$ cat src/design/hll_pkg.sv
`timescale 1ns / 1ps
// ----------------------------------------------------------------------------
// hll_pkg
// Shared types and constants for the header line lexer: byte classes,
// result tags, field limits and the queue entry format.
// ----------------------------------------------------------------------------
package hll_pkg;

  // Field and table limits.
  localparam logic [8:0] NAME_MAX  = 9'd64;
  localparam logic [8:0] VALUE_MAX = 9'd256;
  localparam logic [5:0] TABLE_MAX = 6'd32;

  // Characters with a special role.
  localparam logic [7:0] CH_COLON = 8'h3A;
  localparam logic [7:0] CH_CR    = 8'h0D;
  localparam logic [7:0] CH_DASH  = 8'h2D;
  localparam logic [7:0] CH_UNDER = 8'h5F;
  localparam logic [7:0] CH_SPACE = 8'h20;
  localparam logic [7:0] CH_TILDE = 8'h7E;

  // Result tags.
  typedef enum logic [3:0] {
    TAG_NAME  = 4'd0,
    TAG_SKIP  = 4'd1,
    TAG_VALUE = 4'd2,
    TAG_HEND  = 4'd3,
    TAG_BEND  = 4'd4,
    TAG_BADN  = 4'd5,
    TAG_BADV  = 4'd6,
    TAG_LONGN = 4'd7,
    TAG_LONGV = 4'd8,
    TAG_IGN   = 4'd9,
    TAG_TRUNC = 4'd10
  } tag_t;

  // Character class of one byte, worked out by the front end.
  typedef struct packed {
    logic is_name;
    logic is_value;
    logic is_cr;
    logic is_colon;
  } char_class_t;

  // One classified request as it travels through the queue.
  typedef struct packed {
    logic [7:0]  data;
    logic        start;
    logic        last;
    char_class_t cls;
  } hll_item_t;

endpackage

$ cat src/design/hll_front.sv
`timescale 1ns / 1ps
// ----------------------------------------------------------------------------
// hll_front
// Classifies an incoming byte into name, value, CR and colon classes and
// packs it with its framing flags into a queue entry.
// ----------------------------------------------------------------------------
module hll_front
  import hll_pkg::*;
(
  input  logic [7:0] data_byte,
  input  logic       block_start,
  input  logic       last_byte,
  output hll_item_t  item
);

  logic is_lower;
  logic is_upper;
  logic is_digit;

  always_comb begin
    is_lower = (data_byte >= 8'h61) && (data_byte <= 8'h7A);
    is_upper = (data_byte >= 8'h41) && (data_byte <= 8'h5A);
    is_digit = (data_byte >= 8'h30) && (data_byte <= 8'h39);

    item.data         = data_byte;
    item.start        = block_start;
    item.last         = last_byte;
    item.cls.is_name  = is_lower || is_upper || is_digit ||
                        (data_byte == CH_DASH) || (data_byte == CH_UNDER);
    item.cls.is_value = (data_byte >= CH_SPACE) && (data_byte <= CH_TILDE);
    item.cls.is_cr    = (data_byte == CH_CR);
    item.cls.is_colon = (data_byte == CH_COLON);
  end

endmodule

$ cat src/design/hll_queue.sv
`timescale 1ns / 1ps
// ----------------------------------------------------------------------------
// hll_queue
// Two-entry queue of classified requests between the front end and the
// lexing back end.
// ----------------------------------------------------------------------------
module hll_queue
  import hll_pkg::*;
(
  input  logic      clk,
  input  logic      rst,
  input  logic      push,
  input  hll_item_t push_item,
  output logic      full,
  input  logic      pop,
  output logic      not_empty,
  output hll_item_t pop_item
);

  hll_item_t  entries [2];
  logic       wr_ptr;
  logic       rd_ptr;
  logic [1:0] count;

  assign full      = (count == 2'd2);
  assign not_empty = (count != 2'd0);
  assign pop_item  = entries[rd_ptr];

  always_ff @(posedge clk) begin
    if (rst) begin
      wr_ptr <= 1'b0;
      rd_ptr <= 1'b0;
      count  <= 2'd0;
    end else begin
      if (push) begin
        wr_ptr <= ~wr_ptr;
      end
      if (pop) begin
        rd_ptr <= ~rd_ptr;
      end
      if (push && !pop) begin
        count <= count + 2'd1;
      end else if (pop && !push) begin
        count <= count - 2'd1;
      end
    end
  end

  always_ff @(posedge clk) begin
    if (push) begin
      entries[wr_ptr] <= push_item;
    end
  end

endmodule

$ cat src/design/hll_back.sv
`timescale 1ns / 1ps
// ----------------------------------------------------------------------------
// hll_back
// Header line state machine: takes classified requests from the queue,
// tracks phase, field length and header count, and registers one tagged
// result per byte.
// ----------------------------------------------------------------------------
module hll_back
  import hll_pkg::*;
(
  input  logic       clk,
  input  logic       rst,
  input  logic       item_valid,
  input  hll_item_t  item,
  output logic       item_pop,
  output logic       out_valid,
  input  logic       out_ready,
  output logic [7:0] echo_byte,
  output logic [3:0] tag,
  output logic [8:0] field_pos,
  output logic [5:0] header_number,
  output logic       kept
);

  typedef enum logic [2:0] {
    PH_LINE  = 3'd0,
    PH_NAME  = 3'd1,
    PH_SEP   = 3'd2,
    PH_VALUE = 3'd3,
    PH_LSKIP = 3'd4,
    PH_BSKIP = 3'd5,
    PH_DONE  = 3'd6
  } phase_t;

  phase_t     phase;
  logic [8:0] field_length;
  logic [5:0] header_count;
  logic       halted;

  phase_t     phase_next;
  logic [8:0] field_length_next;
  logic [5:0] header_count_next;
  logic       halted_next;

  phase_t     ph_cur;
  logic [8:0] fl_cur;
  logic [5:0] hc_cur;
  logic       hl_cur;
  logic       in_name;
  logic [8:0] name_len;
  logic       hdr;

  tag_t       tag_next;
  logic [8:0] pos_next;
  logic [5:0] hnum_next;
  logic       kept_next;

  logic       load;

  // A result is produced whenever a queued item waits and the output register is free or drains.
  assign load     = item_valid && (!out_valid || out_ready);
  assign item_pop = load;

  always_comb begin
    // A block start clears the state before the same byte is lexed.
    ph_cur = item.start ? PH_LINE : phase;
    fl_cur = item.start ? 9'd0 : field_length;
    hc_cur = item.start ? 6'd0 : header_count;
    hl_cur = item.start ? 1'b0 : halted;

    phase_next        = ph_cur;
    field_length_next = fl_cur;
    header_count_next = hc_cur;
    halted_next       = hl_cur;

    tag_next  = TAG_IGN;
    pos_next  = 9'd0;
    hnum_next = 6'd0;
    hdr       = 1'b0;

    // A non-CR byte at line start opens a name with an empty length.
    in_name  = ((ph_cur == PH_LINE) && !item.cls.is_cr) || (ph_cur == PH_NAME);
    name_len = (ph_cur == PH_LINE) ? 9'd0 : fl_cur;

    if (!hl_cur && (ph_cur != PH_DONE)) begin
      hnum_next = hc_cur;
      if (in_name) begin
        hdr               = 1'b1;
        phase_next        = PH_NAME;
        field_length_next = name_len;
        if (item.cls.is_colon) begin
          tag_next   = TAG_SKIP;
          phase_next = PH_SEP;
        end else if (!item.cls.is_name) begin
          tag_next    = TAG_BADN;
          pos_next    = name_len;
          halted_next = 1'b1;
        end else if (name_len >= NAME_MAX) begin
          tag_next    = TAG_LONGN;
          pos_next    = name_len;
          halted_next = 1'b1;
        end else begin
          tag_next          = TAG_NAME;
          pos_next          = name_len;
          field_length_next = name_len + 9'd1;
        end
      end else begin
        unique case (ph_cur)
          PH_LINE: begin
            tag_next   = TAG_BEND;
            phase_next = PH_BSKIP;
          end
          PH_SEP: begin
            hdr               = 1'b1;
            tag_next          = TAG_SKIP;
            phase_next        = PH_VALUE;
            field_length_next = 9'd0;
          end
          PH_VALUE: begin
            hdr = 1'b1;
            if (item.cls.is_cr) begin
              tag_next   = TAG_HEND;
              phase_next = PH_LSKIP;
            end else if (!item.cls.is_value) begin
              tag_next    = TAG_BADV;
              pos_next    = fl_cur;
              halted_next = 1'b1;
            end else if (fl_cur >= VALUE_MAX) begin
              tag_next    = TAG_LONGV;
              pos_next    = fl_cur;
              halted_next = 1'b1;
            end else begin
              tag_next          = TAG_VALUE;
              pos_next          = fl_cur;
              field_length_next = fl_cur + 9'd1;
            end
          end
          PH_LSKIP: begin
            hdr               = 1'b1;
            tag_next          = TAG_SKIP;
            phase_next        = PH_LINE;
            field_length_next = 9'd0;
            if (hc_cur < TABLE_MAX) begin
              header_count_next = hc_cur + 6'd1;
            end
          end
          PH_BSKIP: begin
            tag_next   = TAG_SKIP;
            phase_next = PH_DONE;
          end
          default: begin
            tag_next   = TAG_IGN;
            hnum_next  = 6'd0;
            phase_next = PH_DONE;
          end
        endcase
      end

      // The buffer ran out before the blank line was seen.
      if (item.last && (tag_next <= TAG_BEND) &&
          (phase_next != PH_BSKIP) && (phase_next != PH_DONE)) begin
        tag_next    = TAG_TRUNC;
        halted_next = 1'b1;
      end
    end

    kept_next = hdr && (hnum_next < TABLE_MAX);
  end

  always_ff @(posedge clk) begin
    if (rst) begin
      phase        <= PH_LINE;
      field_length <= 9'd0;
      header_count <= 6'd0;
      halted       <= 1'b0;
      out_valid    <= 1'b0;
    end else begin
      if (load) begin
        phase         <= phase_next;
        field_length  <= field_length_next;
        header_count  <= header_count_next;
        halted        <= halted_next;
        out_valid     <= 1'b1;
        echo_byte     <= item.data;
        tag           <= tag_next;
        field_pos     <= pos_next;
        header_number <= hnum_next;
        kept          <= kept_next;
      end else if (out_ready) begin
        out_valid <= 1'b0;
      end
    end
  end

`ifndef SYNTHESIS
  // Every error or truncation result leaves the lexer halted.
  a_error_halts: assert property (@(posedge clk) disable iff (rst)
    load && (tag_next == TAG_BADN || tag_next == TAG_BADV ||
             tag_next == TAG_LONGN || tag_next == TAG_LONGV ||
             tag_next == TAG_TRUNC) |=> halted)
    else $error("lexer not halted after an error result");

  a_count_sat: assert property (@(posedge clk) disable iff (rst)
    header_count <= TABLE_MAX)
    else $error("header count exceeds table capacity");

  a_kept_fits: assert property (@(posedge clk) disable iff (rst)
    out_valid && kept |-> header_number < TABLE_MAX)
    else $error("kept header lies beyond table capacity");

  a_ignored_clean: assert property (@(posedge clk) disable iff (rst)
    out_valid && (tag == TAG_IGN) |-> !kept && (header_number == 6'd0) &&
                                       (field_pos == 9'd0))
    else $error("ignored byte carries header information");
`endif

endmodule

$ cat src/design/header_line_lexer.sv
`timescale 1ns / 1ps
// ----------------------------------------------------------------------------
// header_line_lexer
// Byte-serial lexer for a header block: tags each byte as name, separator,
// value, header end, block end, error, ignored or truncated.
// ----------------------------------------------------------------------------
//  channel | handshake            | payload
//  --------+----------------------+-------------------------------------------
//  in      | in_valid / in_ready  | data_byte, block_start, last_byte
//  out     | out_valid / out_ready| echo_byte, tag, field_pos, header_number,
//          |                      | kept
//
// One byte per clock sustained while out_ready holds; a byte taken is held in the
// queue and is then loaded into the output register, from which its result is
// accepted.
// The two-entry queue keeps the input open while a result waits, so in_ready
// drops only after two more bytes have piled up behind a stalled output.
// Synchronous reset empties the queue and returns the lexer to line start.
// ----------------------------------------------------------------------------
module header_line_lexer
  import hll_pkg::*;
(
  input  logic       clk,
  input  logic       rst,
  input  logic       in_valid,
  output logic       in_ready,
  input  logic [7:0] data_byte,
  input  logic       block_start,
  input  logic       last_byte,
  output logic       out_valid,
  input  logic       out_ready,
  output logic [7:0] echo_byte,
  output logic [3:0] tag,
  output logic [8:0] field_pos,
  output logic [5:0] header_number,
  output logic       kept
);

  hll_item_t front_item;
  hll_item_t queue_item;
  logic      queue_full;
  logic      queue_valid;
  logic      queue_pop;
  logic      push;

  assign in_ready = !queue_full;
  assign push     = in_valid && in_ready;

  hll_front u_front (
    .data_byte   (data_byte),
    .block_start (block_start),
    .last_byte   (last_byte),
    .item        (front_item)
  );

  hll_queue u_queue (
    .clk       (clk),
    .rst       (rst),
    .push      (push),
    .push_item (front_item),
    .full      (queue_full),
    .pop       (queue_pop),
    .not_empty (queue_valid),
    .pop_item  (queue_item)
  );

  hll_back u_back (
    .clk           (clk),
    .rst           (rst),
    .item_valid    (queue_valid),
    .item          (queue_item),
    .item_pop      (queue_pop),
    .out_valid     (out_valid),
    .out_ready     (out_ready),
    .echo_byte     (echo_byte),
    .tag           (tag),
    .field_pos     (field_pos),
    .header_number (header_number),
    .kept          (kept)
  );

endmodule

$ cat config.mk
export PLATFORM = sky130hd
export DESIGN_NAME = header_line_lexer
export DESIGN_NICKNAME = d
export VERILOG_FILES = /design/src/design/hll_pkg.sv /design/src/design/hll_front.sv /design/src/design/hll_queue.sv /design/src/design/hll_back.sv /design/src/design/header_line_lexer.sv
export SDC_FILE = /design/constraint.sdc
export NUM_CORES = 1
export LEC_CHECK = 0
export ABC_AREA = 1
export BUFFER_PORTS_ARGS = -buffer_cell sky130_fd_sc_hd__buf_2
export CAP_MARGIN = 20
export CORE_ASPECT_RATIO = 1.1
export CORE_UTILIZATION = 59
export CTS_CLUSTER_DIAMETER = 120
export DETAILED_ROUTE_END_ITERATION = 12
export PLACE_DENSITY = 0.81
export SLEW_MARGIN = 10
export SYNTH_ARGS = -nofsm -noshare
export SYNTH_HDL_FRONTEND = slang
export SYNTH_SLANG_ARGS = --single-unit
$ cat constraint.sdc
create_clock -name clk -period 2.68 [get_ports clk]
set_input_delay 0.268 -clock clk [delete_from_list [all_inputs] [get_ports clk]]
set_output_delay 0.268 -clock clk [all_outputs]
set_load 0.03 [all_outputs]
## Yosys cells after proc, flatten, opt, wreduce, memory -nomap -nowiden

Memories as Yosys holds them, arrays and structs flattened. A register that Yosys moved wholly into a read port is not among the register bits.
Cells that the tools add are included.
Widths: inputs -> output; s select.

- Register bits after elaboration: 52
- Bits in latches: 0
- Bits in writable memories: 28
- Bits in read-only memories: 0
- Output and inout bits: 30
- Memories: 1

Memory list:

| memory | words | width | rd ports | clocked after memory_dff | wr ports | line | source |
|---|---|---|---|---|---|---|---|
| u_queue.entries | 2 | 14 | 1 | 1 | 1 | hll_queue.sv:20 | `hll_item_t entries [2];` |

- Add/sub/neg operators: 5
- $mul: 0
- Divide/modulo/power cells: 0
- Magnitude comparators: 13
- Equality and inequality tests: 13
- Shift operators: 0
- Mux-type cells: 62
- Bitwise logic cells: 4
- Reduce and logical (&&, ||, !) cells: 36

Operator list:

| operator | count |
|---|---|
| $mux 9 | 14 |
| $mux 6 | 8 |
| $mux 4 | 7 |
| $le 8x7->1 const B | 3 |
| $mux 1 | 20 |
| $add 9x1->9 const B | 2 |
| $mux 3 | 6 |
| $pmux 9 s2 | 1 |
| $eq 8x6->1 const B | 2 |
| $ge 8x6->1 const B | 2 |
| $ge 8x7->1 const B | 2 |
| $logic_and 1x1->1 | 14 |
| $lt 6x6->1 const B | 2 |
| $pmux 3 s4 | 1 |
| $pmux 4 s3 | 1 |
| $ge 9x7->1 const B | 1 |
| $ge 9x9->1 const B | 1 |
| $ne 3x3->1 const B | 3 |
| $eq 8x4->1 const B | 1 |
| $eq 8x7->1 const B | 1 |
| $le 8x6->1 const B | 1 |
| $mux 2 | 4 |
| $add 6x1->6 const B | 1 |
| $eq 3x2->1 const B | 2 |
| other kinds (15) | 33 |

## Logic depth before layout (Yosys ltp)

Gate-level depths: netlist of run 1.

- Depth after elaboration: 15
- Gate-level depth with buffers: 19
- Mapped depth without buffers: 17

## By module

Synthesis of run 1 repeated with hierarchy kept, for this count alone.

- Cells, all modules: 495
- Area, all modules: 4429.2 um^2

Modules (own cells, without submodules):

| module | times used | cells an instance | area each (um^2) | seq. area each (um^2) |
|---|---|---|---|---|
| hll_back | 1 | 366 | 2932.8 | 1241.2 |
| hll_queue | 1 | 76 | 1236.2 | 940.9 |
| hll_front | 1 | 50 | 246.5 | 0.0 |
| header_line_lexer | 1 | 3 | 13.8 | 0.0 |

## Least setup slack after synthesis of run 1

OpenSTA, ideal clock, no wires.

- Path type: register -> register
- Start point: register u_back.out_valid
- End point: register u_back.header_count[5]
- Arrival: 2416 ps
- Setup slack: 163 ps
- Cell stages (with the launch flop): 6
- Buffers on the path: 0
- Period minus slack after synthesis: 2517 ps
- Cell sequence: dfxtp_1 nand2_1 o21ai_1 nor2_1 nand3_1 o41ai_1

- Longest elaborated chain between the ends: 3

RTL lines:

| what | line | source |
|---|---|---|
| from (decl) | hll_back.sv:16 | `output logic out_valid,` |
| from (signal assigned) | hll_back.sv:176 | `out_valid <= 1'b0;` |
| from (signal assigned) | hll_back.sv:183 | `out_valid <= 1'b1;` |
| from (signal assigned) | hll_back.sv:190 | `out_valid <= 1'b0;` |
| $logic_not 1->1 | hll_back.sv:61 | `assign load = item_valid && (!out_valid \|\| out_ready);` |
| $logic_or 1x1->1 | hll_back.sv:61 |  |
| $logic_and 1x1->1 | hll_back.sv:61 |  |
| to (signal assigned) | hll_back.sv:181 | `header_count <= header_count_next;` |
| to (decl) | hll_back.sv:37 | `logic [5:0] header_count;` |

Every way passes these cells.
A chain may end at the register's enable or synchronous reset.

==> flow_summary.toml, run 1 <==
[power_and_ir_drop]
vdd_ir_drop_max_mv = 0.721
pwr-share-clk_pct = 21.2
power_leakage_nw = 2.10
internal_power_w = 0.00296
power.sequential.fraction_pct = 34.3
p_sw_share_pct = 44.6
power.share.combinational_pct = 44.5
pwr_dens_mw_per_mm2 = 1090
switching_power_w = 0.00238

[routing]
detailedRoute.firstPassIterationCount = 9
drt_drc_violations_left = 2
wl_met3_um = 588
detail_route.wirelength_mm = 10.2
drt-wirelength-per-cell_um = 15.4
detailroute.via_count = 3765
dr.first_iter.drc_count = 230
route.top_layer_used = "met4"
antenna_left = 0
drt-met1-wl_mm = 4.28
vias_per_cell = 5.65
dr_wl_met2_mm = 5.16

[clocking]
tritoncts = "done"
h-tree-depth = 3
clock_tree.buffer_depth = 2
post_cts.repair.setup_buffers = 0
clock_sinks = 81
post_cts_hold_buffer_count = 0
cts-root-buf = "sky130_fd_sc_hd__clkbuf_8"
clk_pin_slew_ns = 0.09
ctsResizeCount = 0
insertion_delay_ns = 0.36
cts-buffers-inserted = 9

[timing]
fin_ws_ns = 0.354
final_period_minus_worst_setup_slack_ns = 2.33
timing.final.hold_violations = 0
tightestPinTransition_ns = 0.586
report.final.slew_viol_count = 0
worst_slew_margin_rel_pct = 60.7
max_clock_freq_mhz = 430
setup_viol = 0
worst_skew_ns = 0.0145
setup_repair_after_global_routing_missed_its_margin = "no"
final.period_utilization_pct = 86.8
totalNegativeSetupSlack_ns = 0

[yosys]
synthesis.area_sq_mm = 0.00440
ys_seq_elements = 81
synth_top_area_cells = "sky130_fd_sc_hd__edfxtp_1 38%, sky130_fd_sc_hd__nand2_1 12%, sky130_fd_sc_hd__dfxtp_1 11%"
syn_avg_cell_area_sq_um = 8.28
yosysUniqueCellTypes = 43
yosys.area.top_type_share_pct = 38.3
synth_nets = 550
seq_area_frac_synth_pct = 49.6
post-synth-top-area-cell = "sky130_fd_sc_hd__edfxtp_1"
postSynthCellCount = 531
yosys_most_used_dff = "sky130_fd_sc_hd__edfxtp_1"
asr_flop_ratio_synth_pct = 0
yosys_warnings = 0
number_of_flops_mapped_to_enable_cells_by_yosys = 56
synth.cells.most_frequent = "145 x sky130_fd_sc_hd__nand2_1, 56 x sky130_fd_sc_hd__edfxtp_1, 52 x sky130_fd_sc_hd__inv_1"
synth_most_common_cell = "sky130_fd_sc_hd__nand2_1"

[die]
vert_die_dim_um = 92.5
dieWidth_um = 84.3
die_area_sq_mm = 0.00780
num_rows = 32
initial_core_util_pct = 61.7
core-area_sq_mm = 0.00713
ios = 44

[worst_setup_path]
timing.critical_path.from_type = "flop"
timing.critical_path.fanout_max = 15
end_kind = "flop"
critical_path_class = "flop to flop"
required_time_at_the_worst_slack_endpoint_ns = 2.92
worst_ep_arrival_time_ns = 2.57

[layout]
layout.core_utilization_pct = 69.2
layout.filler_cells = 575
area_growth_syn_to_layout_pct = 12.1
antenna_diode_instance_count = 0
share_of_post_route_cells_with_drive_strength_above_1_pct = 19.3
fin_nets = 595

[run_status]
failed_checks = "design-rule violations"
outcome = "complete, but fails checks"

[global_routing]
first_global_vias = 3675
grt_overflow_total = 0
number_of_antenna_violations_at_the_first_check_in_global_routing = 0
grt_start_max_net_pins = 22
grt.total_usage_pct = 28.5
grt_first_pass_wirelength_mm = 17.2

[min_path]
worstHoldPathType = "input port to flop"

[placed_design]
pre_cts_slack_ns = 0.415
gpl.final_weighted_congestion = 0.954
dp_hpwl_mm = 7.35
io_buffers = 43

[flow_run]
timing.max_cap.violations = 0
[flip-flops by register name, summed over array words and instances, names as in the netlist, named ones only]
signal	count
u_back.tag	4
u_back.header_number	6
u_back.field_pos	9
u_queue.entries	28
u_back.phase	3
u_back.field_length	9
u_back.kept	1
u_queue.wr_ptr	1
u_queue.count	2
u_back.header_count	6
u_queue.rd_ptr	1
u_back.echo_byte	8
u_back.out_valid	1
u_back.halted	1
[through the flow]
stage | hold slack, ns | cells | power, W | area, sq um
floorplan | 0.334 | 531 | 0.00366 | 4400
global placement | 0.438 | 650 | 0.00417 | 4670
detailed placement | 0.446 | 650 | 0.00420 | 4670
CTS | 0.0867 | 666 | 0.00533 | 4930
global route | 0.0870 | 666 | 0.00568 | 4930
finish | 0.105 | 666 | 0.00535 | 4930
[worst max-delay path, stage by stage (launching register included)]
cell                       delay, ns
sky130_fd_sc_hd__edfxtp_1       0.45
sky130_fd_sc_hd__inv_2          0.10
sky130_fd_sc_hd__nand2_2        0.07
sky130_fd_sc_hd__nand2_4        0.19
sky130_fd_sc_hd__nand2_1        0.15
sky130_fd_sc_hd__inv_1          0.13
sky130_fd_sc_hd__ha_1           0.17
sky130_fd_sc_hd__inv_1          0.07
sky130_fd_sc_hd__nor3_1         0.25
sky130_fd_sc_hd__nand2_1        0.11
sky130_fd_sc_hd__nor2_1         0.14
sky130_fd_sc_hd__nand2_1        0.06
sky130_fd_sc_hd__nand2_1        0.06
sky130_fd_sc_hd__nand2_1        0.05
sky130_fd_sc_hd__nand2_1        0.05
sky130_fd_sc_hd__nand2_1        0.05
sky130_fd_sc_hd__nand2_1        0.05
sky130_fd_sc_hd__a21oi_1        0.05
[layout make-up]
type | count | area [sq um] | area share (%)
flip-flops and latches | 81 | 2180 | 44.3
multi-input cells | 369 | 1870 | 38.0
repair buffers | 50 | 268 | 5.43
inverters | 65 | 246 | 5.00
clock inverters | 7 | 130 | 2.64
clock buffers | 9 | 124 | 2.51
well taps | 85 | 106 | 2.16
[cell usage in the layout, fill, tap and decap left out, types with 4 or more instances in the layout]
cell                         n
sky130_fd_sc_hd__nor3_1     17
sky130_fd_sc_hd__o21ai_0    18
sky130_fd_sc_hd__ha_1        5
sky130_fd_sc_hd__nand2_1   145
sky130_fd_sc_hd__dfxtp_1    25
sky130_fd_sc_hd__inv_1      52
sky130_fd_sc_hd__buf_2      43
sky130_fd_sc_hd__o21ai_1     6
sky130_fd_sc_hd__nand3_1    43
sky130_fd_sc_hd__a21oi_1    36
sky130_fd_sc_hd__nand4_1     9
sky130_fd_sc_hd__nor2_1     39
sky130_fd_sc_hd__buf_4       7
sky130_fd_sc_hd__inv_2      12
sky130_fd_sc_hd__edfxtp_1   56
sky130_fd_sc_hd__nand2_2     9
sky130_fd_sc_hd__nor2_4      4
sky130_fd_sc_hd__nor2_2      5
sky130_fd_sc_hd__clkbuf_8    9
[layer usage]
layer | vias to the layer above | GRT usage (%)
met1 | 1721 | 35.6
li1 | 1858 | -
met2 | 160 | 49.1
met4 | 0 | 9.91
met5 | - | 0
met3 | 26 | 5.97
[final timing paths]
kind,slack [ns],start,depth (start not counted),end
worst max-delay path,0.35,u_queue.entries[0][5],17,u_back.field_length[6]
worst min-delay path,0.10,block_start,1,u_queue.entries[1][5]
worst max register to register,0.35,u_queue.entries[0][5],17,u_back.field_length[6]
worst min register to register,0.47,u_queue.rd_ptr,1,flop
[power by group through the flow]
stage | logic, W | registers, W | clock network (W)
CTS | 0.00235 | 0.00184 | 0.00115
floorplan | 0.00160 | 0.00206 | 0
detailed placement | 0.00234 | 0.00186 | 0
global route | 0.00261 | 0.00187 | 0.00120
finish | 0.00238 | 0.00184 | 0.00113
global placement | 0.00231 | 0.00186 | 0
[logic make-up after synthesis]
group	Yosys count	share of synthesized area [%]
fa+ha+maj	5	1.42
flops	81	49.6
xor+xnor	1	0.199
compound gates	74	10.0
buf+inv	81	7.83
simple gates	289	30.9
Note: power is estimated with default switching activity, not from simulation.
==> inputs of run 2 (changes only) <==
--- a/config.mk
+++ b/config.mk
@@ -8,7 +8,7 @@
 export ABC_AREA = 1
 export BUFFER_PORTS_ARGS = -buffer_cell sky130_fd_sc_hd__buf_2
 export CAP_MARGIN = 20
-export CORE_ASPECT_RATIO = 1.1
+export CORE_ASPECT_RATIO = 0.5
 export CORE_UTILIZATION = 59
 export CTS_CLUSTER_DIAMETER = 120
 export DETAILED_ROUTE_END_ITERATION = 12
==> flow_summary.toml, run 2 (synthesis results as in run 1) <==
[run_status]
outcome = "complete, no violations"

[routing]
drt-wirelength-per-cell_um = 14.3
detailedRoute.firstPassIterationCount = 7
detail_route.wirelength_mm = 9.64
dr_wl_met2_mm = 4.31
drt_drc_violations_left = 0
route.top_layer_used = "met4"
drt-met1-wl_mm = 4.39
wl_met3_um = 786
antenna_left = 0
vias_per_cell = 5.67
detailroute.via_count = 3813
dr.first_iter.drc_count = 382

[power_and_ir_drop]
pwr_dens_mw_per_mm2 = 1080
internal_power_w = 0.00299
p_sw_share_pct = 44.1
power.sequential.fraction_pct = 34.7
power.share.combinational_pct = 44.1
fin_total_pwr_w = 0.00536
power_leakage_nw = 2.11
pwr-share-clk_pct = 21.2
vdd_ir_drop_max_mv = 0.496
switching_power_w = 0.00236

[layout]
area_growth_syn_to_layout_pct = 13.0
final_common_cell = "sky130_fd_sc_hd__nand2_1"
reg_top3 = "u_queue.entries x28, u_back.field_length x9, u_back.field_pos x9"
largest_register_ffs = 28
antenna_diode_instance_count = 0
stdcell_area_sq_mm = 0.00496
fin_nets = 595
commonest_non_fill_non_tap_cells_in_the_layout = "145 x sky130_fd_sc_hd__nand2_1, 56 x sky130_fd_sc_hd__edfxtp_1, 52 x sky130_fd_sc_hd__inv_1, 43 x sky130_fd_sc_hd__nand3_1, 43 x sky130_fd_sc_hd__buf_2"
layout.filler_cells = 570
share_of_post_route_cells_with_drive_strength_above_1_pct = 19.4
register_with_the_most_flip_flops = "u_queue.entries"
layout.core_utilization_pct = 71.6

[global_routing]
number_of_antenna_violations_at_the_first_check_in_global_routing = 0
first_global_vias = 3353
grt_first_pass_wirelength_mm = 15.8
grt_overflow_total = 0
grt.total_usage_pct = 27.0
grt_start_max_net_pins = 31

[worst_setup_path]
worst_ep_arrival_time_ns = 2.54
timing.critical_path.fanout_max = 15
cp_slowest_cell = "sky130_fd_sc_hd__dfxtp_2"
timing.critical_path.from_type = "flop"
reg2reg_setup_slack_ns = 0.36
required_time_at_the_worst_slack_endpoint_ns = 2.90
end_kind = "flop"
slowest_delay_ns = 0.39
path_common_cell = "sky130_fd_sc_hd__nand2_1"
critical_path_class = "flop to flop"
critical-path-top-delay-family = "simple AND/OR/NAND/NOR gates"
crit_path_cell_trace = "inv_4, nand2_2, nand2_4, nand2_1, inv_1, ha_1, inv_1, nor3_1, nand2_1, nor2_1, nand2_1, nand2_1, nand2_1, nand2_1, nand2_1, nand2_1, a21oi_1"
critical_path_buf_inv_count = 3

[timing]
tightestPinTransition_ns = 0.511
timing.final.hold_violations = 0
final.period_utilization_pct = 86.6
setup_viol = 0
max_clock_freq_mhz = 431
report.final.slew_viol_count = 0
totalNegativeSetupSlack_ns = 0
worst_hold_slack_ns = 0.107
final_period_minus_worst_setup_slack_ns = 2.32
worst_slew_margin_rel_pct = 65.6
setup_repair_after_global_routing_missed_its_margin = "no"
worst_skew_ns = 0.00737

[min_path]
worstHoldPathType = "input port to flop"

[placed_design]
dp_hpwl_mm = 6.77
io_buffers = 43
gpl.final_weighted_congestion = 0.984
area_after_detailed_placement_sq_mm = 0.00468

[clocking]
h-tree-depth = 3
cts-root-buf = "sky130_fd_sc_hd__clkbuf_16"
clock_tree.buffer_depth = 2
insertion_delay_ns = 0.35
tritoncts = "done"
post_cts.repair.setup_buffers = 0
cts-buffers-inserted = 9
clk_pin_slew_ns = 0.06
clock_sinks = 81

[die]
dieWidth_um = 124
initial_core_util_pct = 63.4
num_rows = 21
ios = 44
vert_die_dim_um = 63.0
die_area_sq_mm = 0.00782
core-area_sq_mm = 0.00694

[flow_run]
timing.max_cap.violations = 0
run 2: power by group through the flow:
stage,combinational (W),sequential (W),clock (W)
after global placement,0.00228,0.00187,0
after detailed placement,0.00231,0.00188,0
final,0.00236,0.00186,0.00114
after global routing,0.00260,0.00189,0.00121
after floorplan,0.00160,0.00206,0
after CTS,0.00233,0.00185,0.00115
run 2: area by class of cell:
class	count	area [sq um]	area share, %
Tap cell	92	115	2.32
Clock buffer	10	239	4.81
Clock inverter	6	41.3	0.832
Multi-Input combinational cell	369	1870	37.7
Timing Repair Buffer	50	268	5.39
Sequential cell	81	2180	44.0
Inverter	65	246	4.96
run 2: stage by stage:
step	setup WS, ns	instances
after global routing	0.150	673
after CTS	0.285	673
final	0.358	673
after detailed placement	0.310	657
after global placement	0.318	657
after floorplan	0.163	531
run 2: worst paths after layout:
path	start	to	cells after the start
worst min-delay path	last_byte	u_queue.entries[0][4]	1
worst max register to register	flop	u_back.field_length[6]	17
worst max-delay path	flop	u_back.field_length[6]	17
worst min register to register	u_queue.rd_ptr	flop	1
run 2: routing by layer:
metal  track usage [%]  up-vias
li1                  -     1864
met1              36.8     1759
met2              40.2      173
met3              8.03       17
met4              10.6        0
met5                 0        -
run 2: worst reg2reg max path, stage by stage, from the launching register on:
cell and delay [ns]:
sky130_fd_sc_hd__dfxtp_2 0.39, sky130_fd_sc_hd__inv_4 0.18, sky130_fd_sc_hd__nand2_2 0.09, sky130_fd_sc_hd__nand2_4 0.19, sky130_fd_sc_hd__nand2_1 0.15, sky130_fd_sc_hd__inv_1 0.12, sky130_fd_sc_hd__ha_1 0.17, sky130_fd_sc_hd__inv_1 0.07
sky130_fd_sc_hd__nor3_1 0.23, sky130_fd_sc_hd__nand2_1 0.10, sky130_fd_sc_hd__nor2_1 0.13, sky130_fd_sc_hd__nand2_1 0.06, sky130_fd_sc_hd__nand2_1 0.05, sky130_fd_sc_hd__nand2_1 0.05, sky130_fd_sc_hd__nand2_1 0.05, sky130_fd_sc_hd__nand2_1 0.05
sky130_fd_sc_hd__nand2_1 0.06, sky130_fd_sc_hd__a21oi_1 0.05
run 2: timing repair:
item | CTS | global route
endpoints found under the setup margin | 0 | 1
gates resized for setup | 0 | 1
hold buffers | 0 | 0
